<file path="config.mk">
export PLATFORM = sky130hd
export DESIGN_NAME = sha256_hash_engine
export DESIGN_NICKNAME = d
export VERILOG_FILES = /design/src/hw/rtl/sha_pkg.sv /design/src/hw/rtl/sha256_hash_engine.sv /design/src/hw/rtl/sha_front.sv /design/src/hw/rtl/sha_wq.sv /design/src/hw/rtl/sha_core.sv
export SDC_FILE = /design/constraint.sdc
export NUM_CORES = 2
export LEC_CHECK = 0
export BUFFER_PORTS_ARGS = -buffer_cell sky130_fd_sc_hd__buf_2
export CAP_MARGIN = 20
export CORE_MARGIN = 5
export CORE_UTILIZATION = 23
export CTS_CLUSTER_DIAMETER = 120
export CTS_CLUSTER_SIZE = 10
export DETAILED_ROUTE_END_ITERATION = 10
export PLACE_DENSITY_LB_ADDON = 0.12
export SYNTH_ARGS = -nofsm -noshare
export SYNTH_HDL_FRONTEND = slang
export SYNTH_SLANG_ARGS = --single-unit
</file>
<file path="constraint.sdc">
create_clock -name clk -period 17.3 [get_ports clk]
set_input_delay 0 -clock clk [delete_from_list [all_inputs] [get_ports clk]]
set_output_delay 0 -clock clk [all_outputs]
set_load 0.005 [all_outputs]
</file>
<file path="src/hw/rtl/sha_pkg.sv">
// Shared types and constants for the SHA-256 engine.
// No dependencies; used by every module of the block.
package sha_pkg;

    localparam int WQ_DEPTH = 4;
    localparam int WQ_PTR_W = $clog2(WQ_DEPTH);
    localparam int WQ_CNT_W = $clog2(WQ_DEPTH + 1);

    // one 32-bit message-schedule word on its way to the core
    typedef struct packed {
        logic [31:0] word;
        logic        last;   // closes the final block of a message
    } wq_beat_t;

    function automatic logic [31:0] hash_iv(input logic [2:0] idx);
        logic [31:0] v;
        case (idx)
            3'd0: v = 32'h6a09e667;
            3'd1: v = 32'hbb67ae85;
            3'd2: v = 32'h3c6ef372;
            3'd3: v = 32'ha54ff53a;
            3'd4: v = 32'h510e527f;
            3'd5: v = 32'h9b05688c;
            3'd6: v = 32'h1f83d9ab;
            default: v = 32'h5be0cd19;
        endcase
        return v;
    endfunction

    function automatic logic [31:0] round_k(input logic [5:0] idx);
        logic [31:0] v;
        case (idx)
            6'd0:  v = 32'h428a2f98; 6'd1:  v = 32'h71374491;
            6'd2:  v = 32'hb5c0fbcf; 6'd3:  v = 32'he9b5dba5;
            6'd4:  v = 32'h3956c25b; 6'd5:  v = 32'h59f111f1;
            6'd6:  v = 32'h923f82a4; 6'd7:  v = 32'hab1c5ed5;
            6'd8:  v = 32'hd807aa98; 6'd9:  v = 32'h12835b01;
            6'd10: v = 32'h243185be; 6'd11: v = 32'h550c7dc3;
            6'd12: v = 32'h72be5d74; 6'd13: v = 32'h80deb1fe;
            6'd14: v = 32'h9bdc06a7; 6'd15: v = 32'hc19bf174;
            6'd16: v = 32'he49b69c1; 6'd17: v = 32'hefbe4786;
            6'd18: v = 32'h0fc19dc6; 6'd19: v = 32'h240ca1cc;
            6'd20: v = 32'h2de92c6f; 6'd21: v = 32'h4a7484aa;
            6'd22: v = 32'h5cb0a9dc; 6'd23: v = 32'h76f988da;
            6'd24: v = 32'h983e5152; 6'd25: v = 32'ha831c66d;
            6'd26: v = 32'hb00327c8; 6'd27: v = 32'hbf597fc7;
            6'd28: v = 32'hc6e00bf3; 6'd29: v = 32'hd5a79147;
            6'd30: v = 32'h06ca6351; 6'd31: v = 32'h14292967;
            6'd32: v = 32'h27b70a85; 6'd33: v = 32'h2e1b2138;
            6'd34: v = 32'h4d2c6dfc; 6'd35: v = 32'h53380d13;
            6'd36: v = 32'h650a7354; 6'd37: v = 32'h766a0abb;
            6'd38: v = 32'h81c2c92e; 6'd39: v = 32'h92722c85;
            6'd40: v = 32'ha2bfe8a1; 6'd41: v = 32'ha81a664b;
            6'd42: v = 32'hc24b8b70; 6'd43: v = 32'hc76c51a3;
            6'd44: v = 32'hd192e819; 6'd45: v = 32'hd6990624;
            6'd46: v = 32'hf40e3585; 6'd47: v = 32'h106aa070;
            6'd48: v = 32'h19a4c116; 6'd49: v = 32'h1e376c08;
            6'd50: v = 32'h2748774c; 6'd51: v = 32'h34b0bcb5;
            6'd52: v = 32'h391c0cb3; 6'd53: v = 32'h4ed8aa4a;
            6'd54: v = 32'h5b9cca4f; 6'd55: v = 32'h682e6ff3;
            6'd56: v = 32'h748f82ee; 6'd57: v = 32'h78a5636f;
            6'd58: v = 32'h84c87814; 6'd59: v = 32'h8cc70208;
            6'd60: v = 32'h90befffa; 6'd61: v = 32'ha4506ceb;
            6'd62: v = 32'hbef9a3f7;
            default: v = 32'hc67178f2;
        endcase
        return v;
    endfunction

endpackage

</file>
<file path="src/hw/rtl/sha256_hash_engine.sv">
// SHA-256 engine top level: front end, word queue and compression core.
// Depends on sha_pkg, sha_front, sha_wq, sha_core.
//
// Input channel: one beat per push when full is low. A beat carries
// data_byte (used when byte_present is set) and message_end. A beat with
// message_end closes the message: padding and the bit length are appended.
// Result channel: eight beats per message, digest words H0..H7, each with
// word_index and final_word on the last one; a beat is taken by pop while
// empty is low.
// Throughput: one round per cycle while the core is not waiting on the word
// queue, 64 rounds plus an add step per block. The first 16 rounds wait on
// words packed by the front end, which then stalls on the full word queue.
// Padding pushes 3 to 18 words with full high. The digest follows once the
// one or two final blocks and rounds still pending have run.
// Reset clears lengths and fill, loads the initial hash values, empties
// both queues. If pop is held low, the finished digest waits in its buffer;
// the core still runs the next message and stalls only when a second digest
// is ready, and then the word queue fills and full rises.
module sha256_hash_engine (
    input  logic        clk,
    input  logic        rst_n,
    input  logic        push,
    output logic        full,
    input  logic [7:0]  data_byte,
    input  logic        byte_present,
    input  logic        message_end,
    output logic        empty,
    input  logic        pop,
    output logic [31:0] digest_word,
    output logic [2:0]  word_index,
    output logic        final_word
);

    logic              wq_push, wq_full, wq_pop, wq_empty;
    sha_pkg::wq_beat_t wq_in, wq_out;

    sha_front u_front (
        .clk          (clk),
        .rst_n        (rst_n),
        .push         (push),
        .full         (full),
        .data_byte    (data_byte),
        .byte_present (byte_present),
        .message_end  (message_end),
        .wq_push      (wq_push),
        .wq_beat      (wq_in),
        .wq_full      (wq_full)
    );

    sha_wq u_wq (
        .clk     (clk),
        .rst_n   (rst_n),
        .wr_en   (wq_push),
        .wr_beat (wq_in),
        .full    (wq_full),
        .rd_en   (wq_pop),
        .rd_beat (wq_out),
        .empty   (wq_empty)
    );

    sha_core u_core (
        .clk         (clk),
        .rst_n       (rst_n),
        .wq_empty    (wq_empty),
        .wq_beat     (wq_out),
        .wq_pop      (wq_pop),
        .empty       (empty),
        .pop         (pop),
        .digest_word (digest_word),
        .word_index  (word_index),
        .final_word  (final_word)
    );

endmodule

</file>
<file path="src/hw/rtl/sha_front.sv">
// Front end: packs message bytes into words, tracks length, appends padding.
// Depends on sha_pkg.
module sha_front (
    input  logic               clk,
    input  logic               rst_n,
    input  logic               push,
    output logic               full,
    input  logic [7:0]         data_byte,
    input  logic               byte_present,
    input  logic               message_end,
    output logic               wq_push,
    output sha_pkg::wq_beat_t  wq_beat,
    input  logic               wq_full
);

    typedef enum logic [4:0] {
        F_IDLE = 5'b00001,
        F_PAD1 = 5'b00010,
        F_ZERO = 5'b00100,
        F_LENH = 5'b01000,
        F_LENL = 5'b10000
    } fstate_t;

    fstate_t     state_reg, state_next;
    logic [5:0]  fill_reg, fill_next;
    logic [60:0] total_reg, total_next;
    logic [23:0] acc_reg, acc_next;
    logic        accept;
    logic [3:0]  slot_inc;

    assign full     = (state_reg != F_IDLE) || wq_full;
    assign accept   = push && !full;
    assign slot_inc = fill_reg[5:2] + 4'd1;

    always_comb
    begin
        state_next   = state_reg;
        fill_next    = fill_reg;
        total_next   = total_reg;
        acc_next     = acc_reg;
        wq_push      = 1'b0;
        wq_beat.word = 32'h0;
        wq_beat.last = 1'b0;
        unique case (state_reg)
            F_IDLE:
            begin
                if (accept)
                begin
                    if (byte_present)
                    begin
                        fill_next  = fill_reg + 6'd1;
                        total_next = total_reg + 61'd1;
                        case (fill_reg[1:0])
                            2'd0: acc_next[23:16] = data_byte;
                            2'd1: acc_next[15:8]  = data_byte;
                            2'd2: acc_next[7:0]   = data_byte;
                            default:
                            begin
                                wq_push      = 1'b1;
                                wq_beat.word = {acc_reg, data_byte};
                            end
                        endcase
                    end
                    if (message_end)
                        state_next = F_PAD1;
                end
            end
            F_PAD1:
            begin
                // partial word, then the 0x80 marker, then zeros
                case (fill_reg[1:0])
                    2'd0: wq_beat.word = 32'h80000000;
                    2'd1: wq_beat.word = {acc_reg[23:16], 8'h80, 16'h0};
                    2'd2: wq_beat.word = {acc_reg[23:8], 8'h80, 8'h0};
                    default: wq_beat.word = {acc_reg, 8'h80};
                endcase
                if (!wq_full)
                begin
                    wq_push    = 1'b1;
                    fill_next  = {slot_inc, 2'b00};
                    state_next = (slot_inc == 4'd14) ? F_LENH : F_ZERO;
                end
            end
            F_ZERO:
            begin
                if (!wq_full)
                begin
                    wq_push    = 1'b1;
                    fill_next  = {slot_inc, 2'b00};
                    if (slot_inc == 4'd14)
                        state_next = F_LENH;
                end
            end
            F_LENH:
            begin
                wq_beat.word = total_reg[60:29];
                if (!wq_full)
                begin
                    wq_push    = 1'b1;
                    state_next = F_LENL;
                end
            end
            F_LENL:
            begin
                wq_beat.word = {total_reg[28:0], 3'b000};
                wq_beat.last = 1'b1;
                if (!wq_full)
                begin
                    wq_push    = 1'b1;
                    fill_next  = 6'd0;
                    total_next = 61'd0;
                    state_next = F_IDLE;
                end
            end
            default: state_next = F_IDLE;
        endcase
    end

    always_ff @(posedge clk or negedge rst_n)
    begin
        if (!rst_n)
        begin
            state_reg <= F_IDLE;
            fill_reg  <= 6'd0;
            total_reg <= 61'd0;
        end
        else
        begin
            state_reg <= state_next;
            fill_reg  <= fill_next;
            total_reg <= total_next;
        end
    end

    always_ff @(posedge clk)
    begin
        acc_reg <= acc_next;
    end

endmodule

</file>
<file path="src/hw/rtl/sha_wq.sv">
// Short word queue between the front end and the compression core.
// Depends on sha_pkg.
module sha_wq (
    input  logic               clk,
    input  logic               rst_n,
    input  logic               wr_en,
    input  sha_pkg::wq_beat_t  wr_beat,
    output logic               full,
    input  logic               rd_en,
    output sha_pkg::wq_beat_t  rd_beat,
    output logic               empty
);

    sha_pkg::wq_beat_t                 mem_reg [sha_pkg::WQ_DEPTH];
    logic [sha_pkg::WQ_PTR_W-1:0]      wp_reg, rp_reg;
    logic [sha_pkg::WQ_CNT_W-1:0]      cnt_reg;
    logic                              do_wr, do_rd;

    assign full    = (cnt_reg == sha_pkg::WQ_CNT_W'(sha_pkg::WQ_DEPTH));
    assign empty   = (cnt_reg == '0);
    assign do_wr   = wr_en && !full;
    assign do_rd   = rd_en && !empty;
    assign rd_beat = mem_reg[rp_reg];

    always_ff @(posedge clk or negedge rst_n)
    begin
        if (!rst_n)
        begin
            wp_reg  <= '0;
            rp_reg  <= '0;
            cnt_reg <= '0;
        end
        else
        begin
            if (do_wr)
                wp_reg <= wp_reg + sha_pkg::WQ_PTR_W'(1);
            if (do_rd)
                rp_reg <= rp_reg + sha_pkg::WQ_PTR_W'(1);
            if (do_wr && !do_rd)
                cnt_reg <= cnt_reg + sha_pkg::WQ_CNT_W'(1);
            else if (do_rd && !do_wr)
                cnt_reg <= cnt_reg - sha_pkg::WQ_CNT_W'(1);
        end
    end

    always_ff @(posedge clk)
    begin
        if (do_wr)
            mem_reg[wp_reg] <= wr_beat;
    end

endmodule

</file>
<file path="src/hw/rtl/sha_core.sv">
// Back end: message schedule, one compression round per cycle unless waiting on the word queue, digest buffer.
// Depends on sha_pkg.
module sha_core (
    input  logic               clk,
    input  logic               rst_n,
    input  logic               wq_empty,
    input  sha_pkg::wq_beat_t  wq_beat,
    output logic               wq_pop,
    output logic               empty,
    input  logic               pop,
    output logic [31:0]        digest_word,
    output logic [2:0]         word_index,
    output logic               final_word
);

    typedef enum logic [2:0] {
        C_RUN  = 3'b001,
        C_ADD  = 3'b010,
        C_DONE = 3'b100
    } cstate_t;

    function automatic logic [31:0] rotr(input logic [31:0] x, input int r);
        return (x >> r) | (x << (32 - r));
    endfunction

    cstate_t     state_reg;
    logic [5:0]  t_reg;
    logic        last_reg;
    logic [31:0] h_reg   [8];
    logic [31:0] v_reg   [8];
    logic [31:0] w_reg   [16];
    logic [31:0] dig_reg [8];
    logic        out_valid_reg;
    logic [2:0]  out_idx_reg;

    logic        sched_phase;
    logic        adv;
    logic [31:0] w_cur, sig0, sig1, big0, big1, ch, maj, t1, t2;
    logic [31:0] hsum [8];

    assign sched_phase = (t_reg[5:4] != 2'b00);
    assign wq_pop      = (state_reg == C_RUN) && !sched_phase && !wq_empty;
    assign adv         = (state_reg == C_RUN) && (sched_phase || !wq_empty);

    always_comb
    begin
        sig0 = rotr(w_reg[1], 7) ^ rotr(w_reg[1], 18) ^ (w_reg[1] >> 3);
        sig1 = rotr(w_reg[14], 17) ^ rotr(w_reg[14], 19) ^ (w_reg[14] >> 10);
        w_cur = sched_phase ? (w_reg[0] + sig0 + w_reg[9] + sig1) : wq_beat.word;
        big1 = rotr(v_reg[4], 6) ^ rotr(v_reg[4], 11) ^ rotr(v_reg[4], 25);
        ch   = (v_reg[4] & v_reg[5]) ^ (~v_reg[4] & v_reg[6]);
        big0 = rotr(v_reg[0], 2) ^ rotr(v_reg[0], 13) ^ rotr(v_reg[0], 22);
        maj  = (v_reg[0] & v_reg[1]) ^ (v_reg[0] & v_reg[2]) ^ (v_reg[1] & v_reg[2]);
        t1   = v_reg[7] + big1 + ch + sha_pkg::round_k(t_reg) + w_cur;
        t2   = big0 + maj;
        for (int i = 0; i < 8; i++)
            hsum[i] = h_reg[i] + v_reg[i];
    end

    always_ff @(posedge clk or negedge rst_n)
    begin
        if (!rst_n)
        begin
            state_reg     <= C_RUN;
            t_reg         <= 6'd0;
            last_reg      <= 1'b0;
            out_valid_reg <= 1'b0;
            out_idx_reg   <= 3'd0;
            for (int i = 0; i < 8; i++)
            begin
                h_reg[i] <= sha_pkg::hash_iv(3'(i));
                v_reg[i] <= sha_pkg::hash_iv(3'(i));
            end
        end
        else
        begin
            unique case (state_reg)
                C_RUN:
                begin
                    if (adv)
                    begin
                        v_reg[0] <= t1 + t2;
                        v_reg[1] <= v_reg[0];
                        v_reg[2] <= v_reg[1];
                        v_reg[3] <= v_reg[2];
                        v_reg[4] <= v_reg[3] + t1;
                        v_reg[5] <= v_reg[4];
                        v_reg[6] <= v_reg[5];
                        v_reg[7] <= v_reg[6];
                        t_reg    <= t_reg + 6'd1;
                        if (wq_pop && t_reg == 6'd15)
                            last_reg <= wq_beat.last;
                        if (t_reg == 6'd63)
                            state_reg <= C_ADD;
                    end
                end
                C_ADD:
                begin
                    for (int i = 0; i < 8; i++)
                    begin
                        h_reg[i] <= hsum[i];
                        v_reg[i] <= hsum[i];
                    end
                    state_reg <= last_reg ? C_DONE : C_RUN;
                end
                C_DONE:
                begin
                    // wait until the previous digest has drained
                    if (!out_valid_reg)
                    begin
                        out_valid_reg <= 1'b1;
                        out_idx_reg   <= 3'd0;
                        for (int i = 0; i < 8; i++)
                        begin
                            h_reg[i] <= sha_pkg::hash_iv(3'(i));
                            v_reg[i] <= sha_pkg::hash_iv(3'(i));
                        end
                        state_reg <= C_RUN;
                    end
                end
                default: state_reg <= C_RUN;
            endcase

            if (out_valid_reg && pop)
            begin
                out_idx_reg <= out_idx_reg + 3'd1;
                if (out_idx_reg == 3'd7)
                    out_valid_reg <= 1'b0;
            end
        end
    end

    always_ff @(posedge clk)
    begin
        if (adv)
        begin
            for (int i = 0; i < 15; i++)
                w_reg[i] <= w_reg[i+1];
            w_reg[15] <= w_cur;
        end
        if (state_reg == C_DONE && !out_valid_reg)
        begin
            for (int i = 0; i < 8; i++)
                dig_reg[i] <= h_reg[i];
        end
    end

    assign empty       = !out_valid_reg;
    assign digest_word = dig_reg[out_idx_reg];
    assign word_index  = out_idx_reg;
    assign final_word  = (out_idx_reg == 3'd7);

    a_pop_nonempty: assert property (@(posedge clk) disable iff (!rst_n)
        wq_pop |-> !wq_empty) else $error("word queue popped while empty");

    a_state_onehot: assert property (@(posedge clk) disable iff (!rst_n)
        $onehot(state_reg)) else $error("core state not one-hot");

    a_add_after_last_round: assert property (@(posedge clk) disable iff (!rst_n)
        (adv && t_reg == 6'd63) |=> (state_reg == C_ADD && t_reg == 6'd0))
        else $error("block did not close after round 63");

    a_done_holds: assert property (@(posedge clk) disable iff (!rst_n)
        (state_reg == C_DONE && out_valid_reg && !pop) |=> (state_reg == C_DONE))
        else $error("digest overwritten before drained");

endmodule
</file>
==> metrics <==
number of global-route vias before repair=between 50,000 and 60,000; worst setup path endpoint=u_core.v_reg[255]; reg2reg setup slack=just over 6 ns; drt first-iter violations=about 4,900; RSZ-0062 raised after global routing=false; worst-margin pin slew=1.14 ns; most used cell, CP=inv_1; R2R Path Start=u_core.w_reg[0][40]; crit path capture type=register; synthesized netlist cell count=around 7,300; initial core utilization=approximately 23%; max_slew headroom=between 20% and 30%; Startpoint Class=register; Bufs and invs on worst path=7; detailed-router iteration count before antenna repair=8; GPL Wtd Cong=0.891; Setup crit start=u_core.w_reg[0][40]; CP Max Fanout=5; htree depth=4; FMAX=approximately 0.09 GHz; largest net degree at the start of global routing=130; die area=between 300,000 and 400,000 um^2; number of remaining DRC errors=0; ys flop type=edfxtp_1; worst path required time=between 15 and 20 ns; Clock Sinks=around 1,500; status=completed; cell count along the critical path=47; FFs w/ async S/R, synth=about two fifths; worst hold path type=in2reg; DR vias=57,688; proportion of layout cells with a drive suffix above 1=11.3%; Row Count=221; clk root buf=clkbuf_16; CP delay by family, top=adder cells; Finish-stage setup viols=0; postcts setup bufs=0; total CTS buffers=around 180; DR vias/cell=between 4 and 5; Slowest cell on crit path=mux2i_1; CP max stage delay=approximately 0.55 ns; Yosys cell types=about 100; syn nets=~8,000; Top Ports=52; Post-DRT Antenna Nets=0; CP arrival=about 12 ns; Final Hold Vio Count=0; Tcrit/Tclk final=between 60% and 70%; initial antenna violation count=8; Total Wirelength=between 300,000 and 400,000 um; worst r2r path cells=47; YS warnings=0; Largest register FFs=512; die height=614 um; CORE AREA=~360,000 um^2; P&R area growth vs syn=13.7%; Reg clk slew, reported paths=around 0.06 ns; first-pass GRT wire length=437,000 um; TritonCTS clock tree=yes; TNS Setup=0 ns; kind of critical path=reg2reg; All-Layer GR Usage=between 10% and 20%; EDFF count, synth=between 900 and 1,000; clock latency on the worst-skew pair=roughly 0.9 ns; dpl hpwl=approximately 220,000 um; Seq cells post-synth=between 1,500 and 2,000; clk buf depth=4; Overflow after GRT=0; # port buffers=between 50 and 60; post-synthesis sequential area ratio=51.5%; Worst Skew=approximately 0.084 ns; Max-Cap Viols=0; synthesized area=about 84,000 um^2; Final Max Slew Viols=0; # nets final=between 7,000 and 8,000; min cycle time layout=about 11 ns; Worst R2R End=u_core.v_reg[255]; syn avg cell area=about 11 um^2; drt wl/cell=between 20 and 25 um; Die Span X=between 600 and 700 um
-- Yosys cell counts (60+ instances only) --
cell type	n	area, um^2
xnor2_1	417	3650
xor2_1	211	1850
nand2_1	527	1980
nor2_1	780	2930
a221oi_1	60	526
o21a_1	104	781
fa_1	196	3920
inv_1	396	1490
a21o_1	221	1660
nor3_1	99	495
clkbuf_1	282	1060
nand3_1	89	445
dfstp_2	274	7200
mux4_2	99	2230
o31ai_1	84	631
a21oi_1	427	2140
a22o_1	69	604
o21ai_0	342	1710
dfrtp_1	331	8280
ha_1	418	5230
edfxtp_1	924	27700
-- cell usage in the layout (no fill, tap or decap), types with 43 or more instances in the layout --
master | synthesis | final
xor2_1 | 211 | 211
nor3_1 | 99 | 97
clkbuf_16 | 0 | 181
o211ai_1 | 43 | 43
and3_1 | 48 | 48
or3_1 | 45 | 45
ha_1 | 418 | 418
fa_1 | 196 | 196
a31oi_1 | 52 | 52
inv_1 | 396 | 396
o21a_1 | 104 | 104
nor2_1 | 780 | 776
a22o_1 | 69 | 69
buf_4 | 0 | 95
buf_2 | 3 | 50
o31ai_1 | 84 | 84
edfxtp_1 | 924 | 924
a221oi_1 | 60 | 60
xnor2_1 | 417 | 417
o21bai_1 | 57 | 57
clkbuf_1 | 282 | 105
o21ai_1 | 49 | 48
dfrtp_1 | 331 | 323
a21oi_1 | 427 | 426
nand2_1 | 527 | 526
nand3_1 | 89 | 89
mux2i_1 | 55 | 55
mux4_2 | 99 | 99
o21ai_0 | 342 | 342
dfstp_2 | 274 | 274
nand2b_1 | 58 | 58
a21o_1 | 221 | 220
-- per-layer routing --
layer	up-vias	global-route usage [%]	part of all wire, %
li1	26603	-	-
met1	29497	23.4	49
met2	1300	24.3	44
met3	288	1.84	4.2
met4	0	2.91	1.9
met5	-	0	0
-- how the worst min path moves through the flow --
| stage | start | to | slack [ns] | depth (start not counted) |
|---|---|---|---|---|
| final | data_byte[6] | u_wq.mem_reg[2][7] | 0.21 | 4 |
| after global routing | data_byte[7] | u_wq.mem_reg[2][8] | 0.19 | 4 |
| after floorplan | rst_n | u_core.h_reg[103] | -0.30 | 0 |
| after global placement | rst_n | u_front.fill_reg[3] | 0.09 | 1 |
| after detailed placement | rst_n | u_front.fill_reg[5] | 0.09 | 1 |
| after CTS | data_byte[2] | u_wq.mem_reg[3][3] | 0.15 | 3 |
-- metrics by stage --
stage	utilization, %	instance area, um^2	instances	worst slack (ns)	hold slack (ns)
after floorplan	-	84000	7326	6.20	-0.296
after global placement	24.8	90000	11947	6.24	0.0888
final	26.3	95500	12280	6.08	0.212
after detailed placement	24.8	90000	11948	6.24	0.0935
after global routing	26.3	95500	12278	5.30	0.190
after CTS	26.3	95500	12274	6.12	0.153
-- worst reg2reg max path: cells and delay by family (launching register included) --
family,cells,cell delay [ns]
xor+xnor,6,1.24
flops,1,0.48
simple gates,7,1.11
compound gates,17,3.42
buf+inv,7,0.53
fa+ha+maj,9,3.74
mux,1,0.55
-- cells by family (layout without fill, tap and decap cells) --
family,Yosys count,in the layout,share of synthesized area [%]
compound gates,1808,1808,14.3
xor+xnor,629,629,6.57
fa+ha+maj,618,618,10.9
buf+inv,724,881,3.25
flops,1529,1529,51.5
mux,196,196,3.87
other cells,0,3,0
simple gates,1822,1822,9.58
-- what timing repair did --
action	4_1_cts	5_1_grt
endpoints found under the hold margin	223	0
hold buffers	28	0
endpoints found under the setup margin	0	0
resized for setup	0	0
-- layout make-up --
class | instances | area [um^2]
clock buffer | 287 | 4940
timing repair buffer | 185 | 1460
inverter | 398 | 1500
fill | 37809 | 268000
multi-input combinational | 5073 | 38100
clock inverter | 11 | 196
antenna | 3 | 7.51
sequential | 1529 | 43200
tap | 4794 | 6000
Power is not shown: default switching activity piles up to over one toggle a cycle in this logic, so the estimate is an artifact.
